$ cat config.mk
export PLATFORM = sky130hd
export DESIGN_NAME = four_function_calculator_keys
export DESIGN_NICKNAME = d
export VERILOG_FILES = /design/src/rtl/ffck_pkg.sv /design/src/rtl/ffck_alu.sv /design/src/rtl/four_function_calculator_keys.sv
export SDC_FILE = /design/constraint.sdc
export NUM_CORES = 2
export LEC_CHECK = 0
export BUFFER_PORTS_ARGS = -buffer_cell sky130_fd_sc_hd__buf_2
export CORE_UTILIZATION = 35
export CTS_BUF_LIST = sky130_fd_sc_hd__clkbuf_16
export DETAILED_ROUTE_END_ITERATION = 6
export GPL_TIMING_DRIVEN = 0
export PLACE_DENSITY_LB_ADDON = 0.15
export SLEW_MARGIN = 40
export SYNTH_ARGS = -nofsm -noshare
export SYNTH_HDL_FRONTEND = slang
export SYNTH_SLANG_ARGS = --single-unit
$ cat constraint.sdc
create_clock -name clk -period 16.5 [get_ports clk]
set_input_delay 0.825 -clock clk [delete_from_list [all_inputs] [get_ports clk]]
set_output_delay 0.825 -clock clk [all_outputs]
set_load 0.02 [all_outputs]
$ cat src/rtl/ffck_pkg.sv
// ----------------------------------------------------------------------------
// ffck_pkg
// key codes, operation codes and shared constants for the key calculator
// ----------------------------------------------------------------------------
package ffck_pkg;

    localparam int VALUE_WIDTH_DEFAULT = 64;

    localparam logic [1:0] MODE_DIGIT  = 2'd0;
    localparam logic [1:0] MODE_CLEAR  = 2'd1;
    localparam logic [1:0] MODE_EQUALS = 2'd2;
    localparam logic [1:0] MODE_OPER   = 2'd3;

    localparam logic [2:0] OP_NONE = 3'd0;
    localparam logic [2:0] OP_ADD  = 3'd1;
    localparam logic [2:0] OP_SUB  = 3'd2;
    localparam logic [2:0] OP_MUL  = 3'd3;
    localparam logic [2:0] OP_DIV  = 3'd4;

    localparam logic [63:0] ENTRY_LIMIT = 64'd999999999999;

    typedef struct packed {
        logic       start;
        logic [2:0] op;
        logic       zero_div_held;
    } ffck_cmd_t;

endpackage

$ cat src/rtl/ffck_alu.sv
// ----------------------------------------------------------------------------
// ffck_alu
// bit-serial add, subtract, shift-add multiply and restoring divide
// ----------------------------------------------------------------------------
module ffck_alu
    import ffck_pkg::*;
#(
    parameter int VALUE_WIDTH = VALUE_WIDTH_DEFAULT
)
(
    input  logic                   clk,
    input  logic                   rst_n,
    input  ffck_cmd_t              cmd,
    input  logic [VALUE_WIDTH-1:0] a,
    input  logic [VALUE_WIDTH-1:0] b,
    output logic                   done,
    output logic [VALUE_WIDTH-1:0] result
);

    localparam int CW = $clog2(VALUE_WIDTH + 1);
    localparam logic [CW-1:0] LAST = CW'(VALUE_WIDTH - 1);

    logic                   busy_reg, busy_next;
    logic [CW-1:0]          cnt_reg, cnt_next;
    logic [2:0]             op_reg, op_next;
    logic                   zh_reg, zh_next;
    logic                   neg_reg, neg_next;
    logic                   carry_reg, carry_next;
    logic [VALUE_WIDTH-1:0] x_reg, x_next;
    logic [VALUE_WIDTH-1:0] y_reg, y_next;
    logic [VALUE_WIDTH-1:0] acc_reg, acc_next;
    logic [VALUE_WIDTH-1:0] hold_reg, hold_next;
    logic                   done_reg, done_next;

    logic [VALUE_WIDTH-1:0] mag_a, mag_b;
    logic [VALUE_WIDTH:0]   trial;
    logic [VALUE_WIDTH-1:0] rem_sh;
    logic                   sbit, cbit;

    assign mag_a  = a[VALUE_WIDTH-1] ? (~a + 1'b1) : a;
    assign mag_b  = b[VALUE_WIDTH-1] ? (~b + 1'b1) : b;
    assign rem_sh = {acc_reg[VALUE_WIDTH-2:0], x_reg[VALUE_WIDTH-1]};
    assign trial  = {acc_reg, x_reg[VALUE_WIDTH-1]} - {1'b0, y_reg};
    assign {cbit, sbit} = {1'b0, x_reg[0]} + {1'b0, (op_reg == OP_SUB) ? ~y_reg[0] : y_reg[0]}
                          + {1'b0, carry_reg};

    always_comb
    begin
        busy_next  = busy_reg;
        cnt_next   = cnt_reg;
        op_next    = op_reg;
        zh_next    = zh_reg;
        neg_next   = neg_reg;
        carry_next = carry_reg;
        x_next     = x_reg;
        y_next     = y_reg;
        acc_next   = acc_reg;
        hold_next  = hold_reg;
        done_next  = 1'b0;
        if (cmd.start)
        begin
            busy_next  = 1'b1;
            cnt_next   = '0;
            op_next    = cmd.op;
            zh_next    = cmd.zero_div_held;
            hold_next  = a;
            acc_next   = '0;
            carry_next = (cmd.op == OP_SUB);
            neg_next   = a[VALUE_WIDTH-1] ^ b[VALUE_WIDTH-1];
            if (cmd.op == OP_DIV)
            begin
                x_next = mag_a;
                y_next = mag_b;
            end
            else
            begin
                x_next = a;
                y_next = b;
            end
        end
        else if (busy_reg)
        begin
            cnt_next = cnt_reg + 1'b1;
            case (op_reg)
                OP_ADD, OP_SUB:
                begin
                    x_next     = {sbit, x_reg[VALUE_WIDTH-1:1]};
                    y_next     = {1'b0, y_reg[VALUE_WIDTH-1:1]};
                    carry_next = cbit;
                end
                OP_MUL:
                begin
                    if (y_reg[0])
                        acc_next = acc_reg + x_reg;
                    x_next = {x_reg[VALUE_WIDTH-2:0], 1'b0};
                    y_next = {1'b0, y_reg[VALUE_WIDTH-1:1]};
                end
                OP_DIV:
                begin
                    if (!trial[VALUE_WIDTH])
                    begin
                        acc_next = trial[VALUE_WIDTH-1:0];
                        x_next   = {x_reg[VALUE_WIDTH-2:0], 1'b1};
                    end
                    else
                    begin
                        acc_next = rem_sh;
                        x_next   = {x_reg[VALUE_WIDTH-2:0], 1'b0};
                    end
                end
                default:
                begin
                end
            endcase
            if (cnt_reg == LAST)
            begin
                busy_next = 1'b0;
                done_next = 1'b1;
            end
        end
    end

    always_comb
    begin
        case (op_reg)
            OP_MUL:  result = acc_reg;
            OP_DIV:
            begin
                if (y_reg == '0)
                    result = zh_reg ? hold_reg : '0;
                else
                    result = neg_reg ? (~x_reg + 1'b1) : x_reg;
            end
            default: result = x_reg;
        endcase
    end

    assign done = done_reg;

    always_ff @(posedge clk or negedge rst_n)
    begin
        if (!rst_n)
        begin
            busy_reg <= 1'b0;
            done_reg <= 1'b0;
            cnt_reg  <= '0;
            op_reg   <= OP_NONE;
        end
        else
        begin
            busy_reg <= busy_next;
            done_reg <= done_next;
            cnt_reg  <= cnt_next;
            op_reg   <= op_next;
        end
    end

    always_ff @(posedge clk)
    begin
        zh_reg    <= zh_next;
        neg_reg   <= neg_next;
        carry_reg <= carry_next;
        x_reg     <= x_next;
        y_reg     <= y_next;
        acc_reg   <= acc_next;
        hold_reg  <= hold_next;
    end

endmodule

$ cat src/rtl/four_function_calculator_keys.sv
// ----------------------------------------------------------------------------
// four_function_calculator_keys
// key-driven four-function calculator with a bit-serial arithmetic unit
// ----------------------------------------------------------------------------
// channel | signals                                   | direction
// key     | key_valid key_stall mode digit operation  | in
// result  | res_valid res_stall shown_value waiting_op entry_fresh | out
//
// digit, clear, and keys with nothing to compute go from idle straight to the result state
// equals and chained operators run the serial unit, then go to the result state
// the serial unit handles one bit per cycle for every operation
// reset clears the state to zero entry, no operation, fresh entry
// a held result stalls the key channel until it is taken
// ----------------------------------------------------------------------------
module four_function_calculator_keys
    import ffck_pkg::*;
#(
    parameter int VALUE_WIDTH = VALUE_WIDTH_DEFAULT
)
(
    input  logic        clk,
    input  logic        rst_n,
    input  logic        key_valid,
    output logic        key_stall,
    input  logic [1:0]  mode,
    input  logic [3:0]  digit,
    input  logic [1:0]  operation,
    output logic        res_valid,
    input  logic        res_stall,
    output logic [63:0] shown_value,
    output logic [2:0]  waiting_op,
    output logic        entry_fresh
);

    localparam logic [1:0] ST_IDLE = 2'd0;
    localparam logic [1:0] ST_CALC = 2'd1;
    localparam logic [1:0] ST_OUT  = 2'd2;

    logic [1:0]             state_reg, state_next;
    logic [VALUE_WIDTH-1:0] entry_reg, entry_next;
    logic [VALUE_WIDTH-1:0] held_reg, held_next;
    logic [2:0]             pend_reg, pend_next;
    logic                   fresh_reg, fresh_next;
    logic                   oper_reg, oper_next;
    logic [2:0]             newop_reg, newop_next;
    ffck_cmd_t              cmd;
    logic                   alu_done;
    logic [VALUE_WIDTH-1:0] alu_result;
    logic [VALUE_WIDTH-1:0] mag_entry;
    logic [63:0]            mag_ext;
    logic [VALUE_WIDTH-1:0] times_ten;
    logic [VALUE_WIDTH-1:0] dig_ext;
    logic                   take;

    assign key_stall = (state_reg != ST_IDLE);
    assign take      = key_valid && !key_stall;
    assign res_valid = (state_reg == ST_OUT);
    assign shown_value = 64'($signed(entry_reg));
    assign waiting_op  = pend_reg;
    assign entry_fresh = fresh_reg;

    assign mag_entry = entry_reg[VALUE_WIDTH-1] ? (~entry_reg + 1'b1) : entry_reg;
    assign mag_ext   = 64'(mag_entry);
    assign times_ten = {entry_reg[VALUE_WIDTH-4:0], 3'b000} + {entry_reg[VALUE_WIDTH-2:0], 1'b0};
    assign dig_ext   = VALUE_WIDTH'(digit);

    ffck_alu #(
        .VALUE_WIDTH(VALUE_WIDTH)
    ) u_alu (
        .clk    (clk),
        .rst_n  (rst_n),
        .cmd    (cmd),
        .a      (held_reg),
        .b      (entry_reg),
        .done   (alu_done),
        .result (alu_result)
    );

    always_comb
    begin
        state_next = state_reg;
        entry_next = entry_reg;
        held_next  = held_reg;
        pend_next  = pend_reg;
        fresh_next = fresh_reg;
        oper_next  = oper_reg;
        newop_next = newop_reg;
        cmd        = '0;
        case (state_reg)
            ST_IDLE:
            begin
                if (take)
                begin
                    state_next = ST_OUT;
                    case (mode)
                        MODE_DIGIT:
                        begin
                            if (digit <= 4'd9)
                            begin
                                if (fresh_reg)
                                begin
                                    entry_next = dig_ext;
                                    fresh_next = 1'b0;
                                end
                                else if (mag_ext < ENTRY_LIMIT || entry_reg[VALUE_WIDTH-1])
                                begin
                                    if (!entry_reg[VALUE_WIDTH-1])
                                        entry_next = times_ten + dig_ext;
                                    else if (mag_ext < ENTRY_LIMIT)
                                        entry_next = times_ten - dig_ext;
                                end
                            end
                        end
                        MODE_CLEAR:
                        begin
                            entry_next = '0;
                            held_next  = '0;
                            pend_next  = OP_NONE;
                            fresh_next = 1'b1;
                        end
                        MODE_EQUALS:
                        begin
                            if (pend_reg != OP_NONE)
                            begin
                                cmd.start  = 1'b1;
                                cmd.op     = pend_reg;
                                oper_next  = 1'b0;
                                state_next = ST_CALC;
                            end
                        end
                        default:
                        begin
                            newop_next = {1'b0, operation} + 3'd1;
                            if (pend_reg != OP_NONE && !fresh_reg)
                            begin
                                cmd.start         = 1'b1;
                                cmd.op            = pend_reg;
                                cmd.zero_div_held = 1'b1;
                                oper_next         = 1'b1;
                                state_next        = ST_CALC;
                            end
                            else
                            begin
                                held_next  = entry_reg;
                                pend_next  = {1'b0, operation} + 3'd1;
                                fresh_next = 1'b1;
                            end
                        end
                    endcase
                end
            end
            ST_CALC:
            begin
                if (alu_done)
                begin
                    entry_next = alu_result;
                    fresh_next = 1'b1;
                    state_next = ST_OUT;
                    if (oper_reg)
                    begin
                        held_next = alu_result;
                        pend_next = newop_reg;
                    end
                    else
                        pend_next = OP_NONE;
                end
            end
            ST_OUT:
            begin
                if (!res_stall)
                    state_next = ST_IDLE;
            end
            default:
                state_next = ST_IDLE;
        endcase
    end

    always_ff @(posedge clk or negedge rst_n)
    begin
        if (!rst_n)
        begin
            state_reg <= ST_IDLE;
            entry_reg <= '0;
            held_reg  <= '0;
            pend_reg  <= OP_NONE;
            fresh_reg <= 1'b1;
            oper_reg  <= 1'b0;
            newop_reg <= OP_NONE;
        end
        else
        begin
            state_reg <= state_next;
            entry_reg <= entry_next;
            held_reg  <= held_next;
            pend_reg  <= pend_next;
            fresh_reg <= fresh_next;
            oper_reg  <= oper_next;
            newop_reg <= newop_next;
        end
    end

endmodule

**Word level (Yosys, flattened, before mapping)**

Cells that the tools add are included.

- Input port bits: 12
- Output and inout bits: 70
- Register bits after elaboration: 409

- Reductions and logical operators: 35
- $lt $le $gt $ge: 2
- Eq/ne operators: 25
- Add/subtract/negate cells: 12
- Bitwise gates (word level): 9
- Multiplexer cells: 73

Operators with widths:

| kind | count |
|---|---|
| 64-bit 2-to-1 mux | 25 |
| 64-bit case mux with 2 select lines | 6 |
| 64-bit by 1-bit adder with 64-bit output, second input constant | 3 |
| 64-bit NOT | 3 |
| 64-bit case mux with 3 select lines | 1 |
| 64-bit adder | 2 |
| 65-bit by 64-bit subtractor with 65-bit output | 1 |
| 64-bit by 4-bit adder with 64-bit output | 1 |
| 64-bit logical NOT | 1 |
| 64-bit by 40-bit less-than comparator with 1-bit output, second input constant | 1 |
| 64-bit by 4-bit subtractor with 64-bit output | 1 |
| 1-bit 2-to-1 mux | 18 |
| 6-bit AND reduction | 3 |
| 5-bit 2-to-1 mux | 3 |
| 7-bit 2-to-1 mux | 2 |
| 2-bit nonzero test | 7 |
| 3-bit 2-to-1 mux | 4 |
| 2-bit inequality test, second input constant | 6 |
| 3-bit case mux with 2 select lines | 2 |
| 2-bit 2-to-1 mux | 5 |
| 5-bit AND reduction | 2 |
| 3-bit by 2-bit == test with 1-bit output, second input constant | 3 |
| 3-bit AND reduction | 3 |
| 4-bit case mux with 2 select lines | 1 |
| 35 further kinds | 52 |

**Logic depth before layout (Yosys ltp)**

- Depth in word-level cells: 12
- Depth in mapped cells: 18
- Gate-level depth less buffers: 16

**Hierarchy**

From an unflattened synthesis, not the netlist that was laid out.

- Cells, all modules: 5163
- Area, all modules: 40149.8 µm²

By module, submodules not included:

| module | cells an instance | times used | area an instance (µm²) |
|---|---|---|---|
| ffck_alu | 3116 | 1 | 24917.6 |
| four_function_calculator_keys | 2047 | 1 | 15232.1 |

**Worst setup path before layout**

Ideal clock, no wire load.

- Path kind: register to register
- From: register entry_reg[7], in the netlist shown_value[7]
- To: register entry_reg[61], in the netlist shown_value[61]
- Library setup time: 0.073 ns
- Stages on the path, launching flop included: 16
- Period minus slack after synthesis: 5.272 ns
- Arrival time: 5.199 ns
- Setup slack: 11.228 ns
- Path buffers: 1
- Data required time: 16.427 ns
- Path through: dfrtp_1 -> ha_1 -> buf_2 -> o211ai_1 -> a21oi_1 -> o211ai_1 -> a311o_1 -> o31ai_1 -> xor2_1 -> or4_1 -> or4_4 -> nor4b_4 -> nand2_1 -> or4b_1 -> and3_1 -> a2bb2oi_2

- Word-level cells in the longest chain between the ends: 10

RTL lines:

| item | RTL line | RTL |
|---|---|---|
| start, declared | four_function_calculator_keys.sv:40 | `logic [VALUE_WIDTH-1:0] entry_reg, entry_next;` |
| start signal, assigned | four_function_calculator_keys.sv:193 | `entry_reg <= entry_next;` |
| 64-bit adder | four_function_calculator_keys.sv:64 | `assign times_ten = {entry_reg[VALUE_WIDTH-4:0], 3'b000} + {entry_reg[VALUE_WIDTH-2:0], 1'b0};` |
| 64-bit by 4-bit subtractor with 64-bit output | four_function_calculator_keys.sv:110 | `entry_next = times_ten - dig_ext;` |
| 64-bit 2-to-1 mux | four_function_calculator_keys.sv:109 | `else if (mag_ext < ENTRY_LIMIT)` |
| 64-bit 2-to-1 mux | four_function_calculator_keys.sv:107 | `if (!entry_reg[VALUE_WIDTH-1])` |
| 64-bit 2-to-1 mux | four_function_calculator_keys.sv:105 | `else if (mag_ext < ENTRY_LIMIT \|\| entry_reg[VALUE_WIDTH-1])` |
| 64-bit 2-to-1 mux | four_function_calculator_keys.sv:100 | `if (fresh_reg)` |
| 64-bit 2-to-1 mux | four_function_calculator_keys.sv:98 | `if (digit <= 4'd9)` |
| 64-bit case mux with 2 select lines | four_function_calculator_keys.sv:95 | `case (mode)` |
| 64-bit 2-to-1 mux | four_function_calculator_keys.sv:92 | `if (take)` |
| 64-bit case mux with 2 select lines | four_function_calculator_keys.sv:89 | `case (state_reg)` |

Parallel ways exist; a longest one is shown, timed or not. The select of a mux whose other input is x is not followed.
A chain may end at the register's enable or synchronous reset.

**Worst setup path in the final report**

- From: register u_alu.y_reg[0]
- To: register u_alu.acc_reg[3]

- Word-level cells in the longest chain between the ends: 3

RTL lines:

| item | RTL line | RTL |
|---|---|---|
| start, declared | ffck_alu.sv:30 | `logic [VALUE_WIDTH-1:0] y_reg, y_next;` |
| start signal, assigned | ffck_alu.sv:164 | `y_reg <= y_next;` |
| 65-bit by 64-bit subtractor with 65-bit output | ffck_alu.sv:43 | `assign trial = {acc_reg, x_reg[VALUE_WIDTH-1]} - {1'b0, y_reg};` |
| 64-bit 2-to-1 mux | ffck_alu.sv:100 | `if (!trial[VALUE_WIDTH])` |
| 64-bit case mux with 2 select lines | ffck_alu.sv:84 | `case (op_reg)` |
| end signal, assigned | ffck_alu.sv:165 | `acc_reg <= acc_next;` |
| end, declared | ffck_alu.sv:31 | `logic [VALUE_WIDTH-1:0] acc_reg, acc_next;` |

Parallel ways exist; a longest one is shown, timed or not.

==> results.cfg <==
[logic_synthesis]
yosys_warnings = 0
synthCells = 5244
synthArstFlopShare = 0.367
yosysMostFrequentCell = nand2_1
synth-main-ff-cell = edfxtp_1
synth.largest_area_cell = edfxtp_1
synth_top_area_share = 0.147
avgSynthCellArea_sq_um = 7.57
synthTopCellsByCount = nand2_1, a21oi_1, nor2_1
seq_area_frac_synth = 0.274
mappedNetlistArea_sq_um = 39700
ys_types = 101
syn_nets = 5465
synth-edff-count = 195
ys_ff_latch = 409
ys_top_cells_by_area = edfxtp_1, dfrtp_1, nand2_1, ha_1, a21oi_1

[timing]
finalSetupTns_ns = 0
finClkSkew_ns = 0.0292
whs_ns = 0.384
setup_viol = 0
rsz0062_at_grt = no
hold_viol_final = 0
final.period_utilization = 0.409
maxSlewHeadroom = 0.351
fmax_mhz = 148
worst_slew_pin_slew_ns = 0.973
drv_slew = 0
period_needed_ns = 6.75

[critical_path]
path_cells = ha_1 > fa_1 > nor2b_1 > o2111ai_1 > a31oi_1 > o21ai_0 > a2111oi_2 > buf_2 > o221ai_1 > a31oi_1 > a211oi_1 > xor2_1 > clkbuf_1 > clkbuf_1 > nor2_1 > a21oi_1 > o21ai_0
cp.buffers_inverters = 3
crit_slowest_cell = clkbuf_1
max_stage_delay_ns = 0.72
crit_required_ns = 16.99
cpLargestDelayFamily = compound AO/OA/AOI/OAI gates
arrival_ns = 7.24
worstSetupEndpointType = flop
worstSetupStartpointType = flop
critical_path_class = reg2reg
worstPathMaxFanout = 10

[global_routing]
grt_max_degree = 69
track_usage = 0.312
grt_pass1_wl_um = 267000
antenna_found_initial = 1
grt_overflow = 0
first_global_vias = 39200

[drt]
drtPass1Iterations = 7
antenna_left = 0
via_per_inst = 5.96
drc = 2
drtIter0Drc = 3803
detail_route.wirelength_um = 186000
vias = 41300
wire_per_inst_um = 26.8

[floorplanning]
die_h_um = 339
io_pins = 82
initial_utilization = 0.353
die_area_sq_um = 115000
core_sq_um = 112000
die_w_um = 339
core.rowCount = 123

[status]
status = finished, violations left
violations = DRC

[min_path]
hold_class = in2reg

[clocking]
path_clk_slew_ns = 0.06
cts_buffer_depth = 3
cts_root_buf = clkbuf_16
htree_levels = 2
ctsResizeCount = 0
cts_tree = built
clock_sinks = 409
cts_buffers = 49
clk_latency_ns = 0.65

[placed_design]
place.port_buffers = 81
place.gp.congestion = 0.994
dp_hpwl_um = 152000
place_area_sq_um = 42400

[flow_run]
drv_cap = 0

[final_layout]
nFillCells = 11900
area_delta_synth_final_pct = 10.7
layout-drive-gt1-share = 0.0587
final_util = 0.391
nets = 5612
final_area_sq_um = 44000
-- cell type report --
class / count / area (sq um) / area share
diodes: 5 / 12.5 / 0.000284
plain buffers: 339 / 1330 / 0.0303
clock buffers: 50 / 1250 / 0.0284
clock inverters: 41 / 318 / 0.00723
inverters: 160 / 603 / 0.0137
multi-input cells: 4336 / 27100 / 0.616
flip-flops and latches: 409 / 10900 / 0.248
well taps: 1500 / 1880 / 0.0427
repair buffers: 96 / 621 / 0.0141
-- final timing paths --
kind / start / end / slack [ns] / cells past startpoint
worst max-delay path: u_alu.y_reg[0] / u_alu.acc_reg[3] / 9.75 / 17
worst min-delay path: operation[0] / newop_reg[0] / 0.38 / 2
min in group asynchronous: rst_n / u_alu.cnt_reg[3] / 0.59 / 2
max in group asynchronous: rst_n / shown_value[4] / 15.26 / 3
worst max register to register: u_alu.y_reg[0] / u_alu.acc_reg[3] / 9.75 / 17
worst min register to register: held_reg[41] / u_alu.hold_reg[41] / 0.50 / 0
-- routing by layer --
metal / up-vias / wire (um) / track usage
met2: 1490 / 82500 / 0.493
met3: 328 / 11500 / 0.0397
met4: 4 / 10000 / 0.152
li1: 19600 / - / -
met5: - / 15 / 0
met1: 19900 / 81500 / 0.418
-- layout by cell type (no fill, tap or decap), drive strengths merged, types with 194 or more instances in the layout --
cell and count:
nand2 679, a21oi 489, nor2 445, o21ai 442, clkbuf 358, xnor2 251
xor2 226, ha 203, edfxtp 195, a31oi 194
-- through the flow --
step | instances | setup WS [ns]
3_3_place_gp | 6825 | 8.49
5_1_grt | 6931 | 9.47
6_report | 6936 | 9.75
2_1_floorplan | 5244 | 11.23
3_5_place_dp | 6837 | 9.84
4_1_cts | 6929 | 9.78
-- worst register-to-register path, cell delays in order, from the launching register on --
cell	delay (ns)
edfxtp_1	0.66
ha_1	0.37
fa_1	0.40
nor2b_1	0.37
o2111ai_1	0.26
a31oi_1	0.37
o21ai_0	0.31
a2111oi_2	0.44
buf_2	0.23
o221ai_1	0.22
a31oi_1	0.47
a211oi_1	0.25
xor2_1	0.55
clkbuf_1	0.59
clkbuf_1	0.73
nor2_1	0.11
a21oi_1	0.18
o21ai_0	0.09
-- repair_timing --
action                                 in CTS  in global routing
endpoints found under the hold margin      16                  0
setup buffers                               0                  0
hold buffers                                1                  0
-- logic make-up (layout without fill, tap and decap cells) --
| group | after synthesis | count (layout) | synth area share |
|---|---|---|---|
| xor gates and xnor gates | 477 | 477 | 0.105 |
| AOI/OAI and AO/OA | 1689 | 1689 | 0.263 |
| adders and majority gates | 209 | 209 | 0.0670 |
| DFF | 409 | 409 | 0.274 |
| other | 0 | 5 | 0 |
| buffers and inverters | 499 | 686 | 0.0478 |
| muxes | 32 | 32 | 0.00851 |
| and+or+nand+nor | 1929 | 1929 | 0.234 |
Power is not shown: default switching activity piles up to over one toggle a cycle in this logic, so the estimate is an artifact.
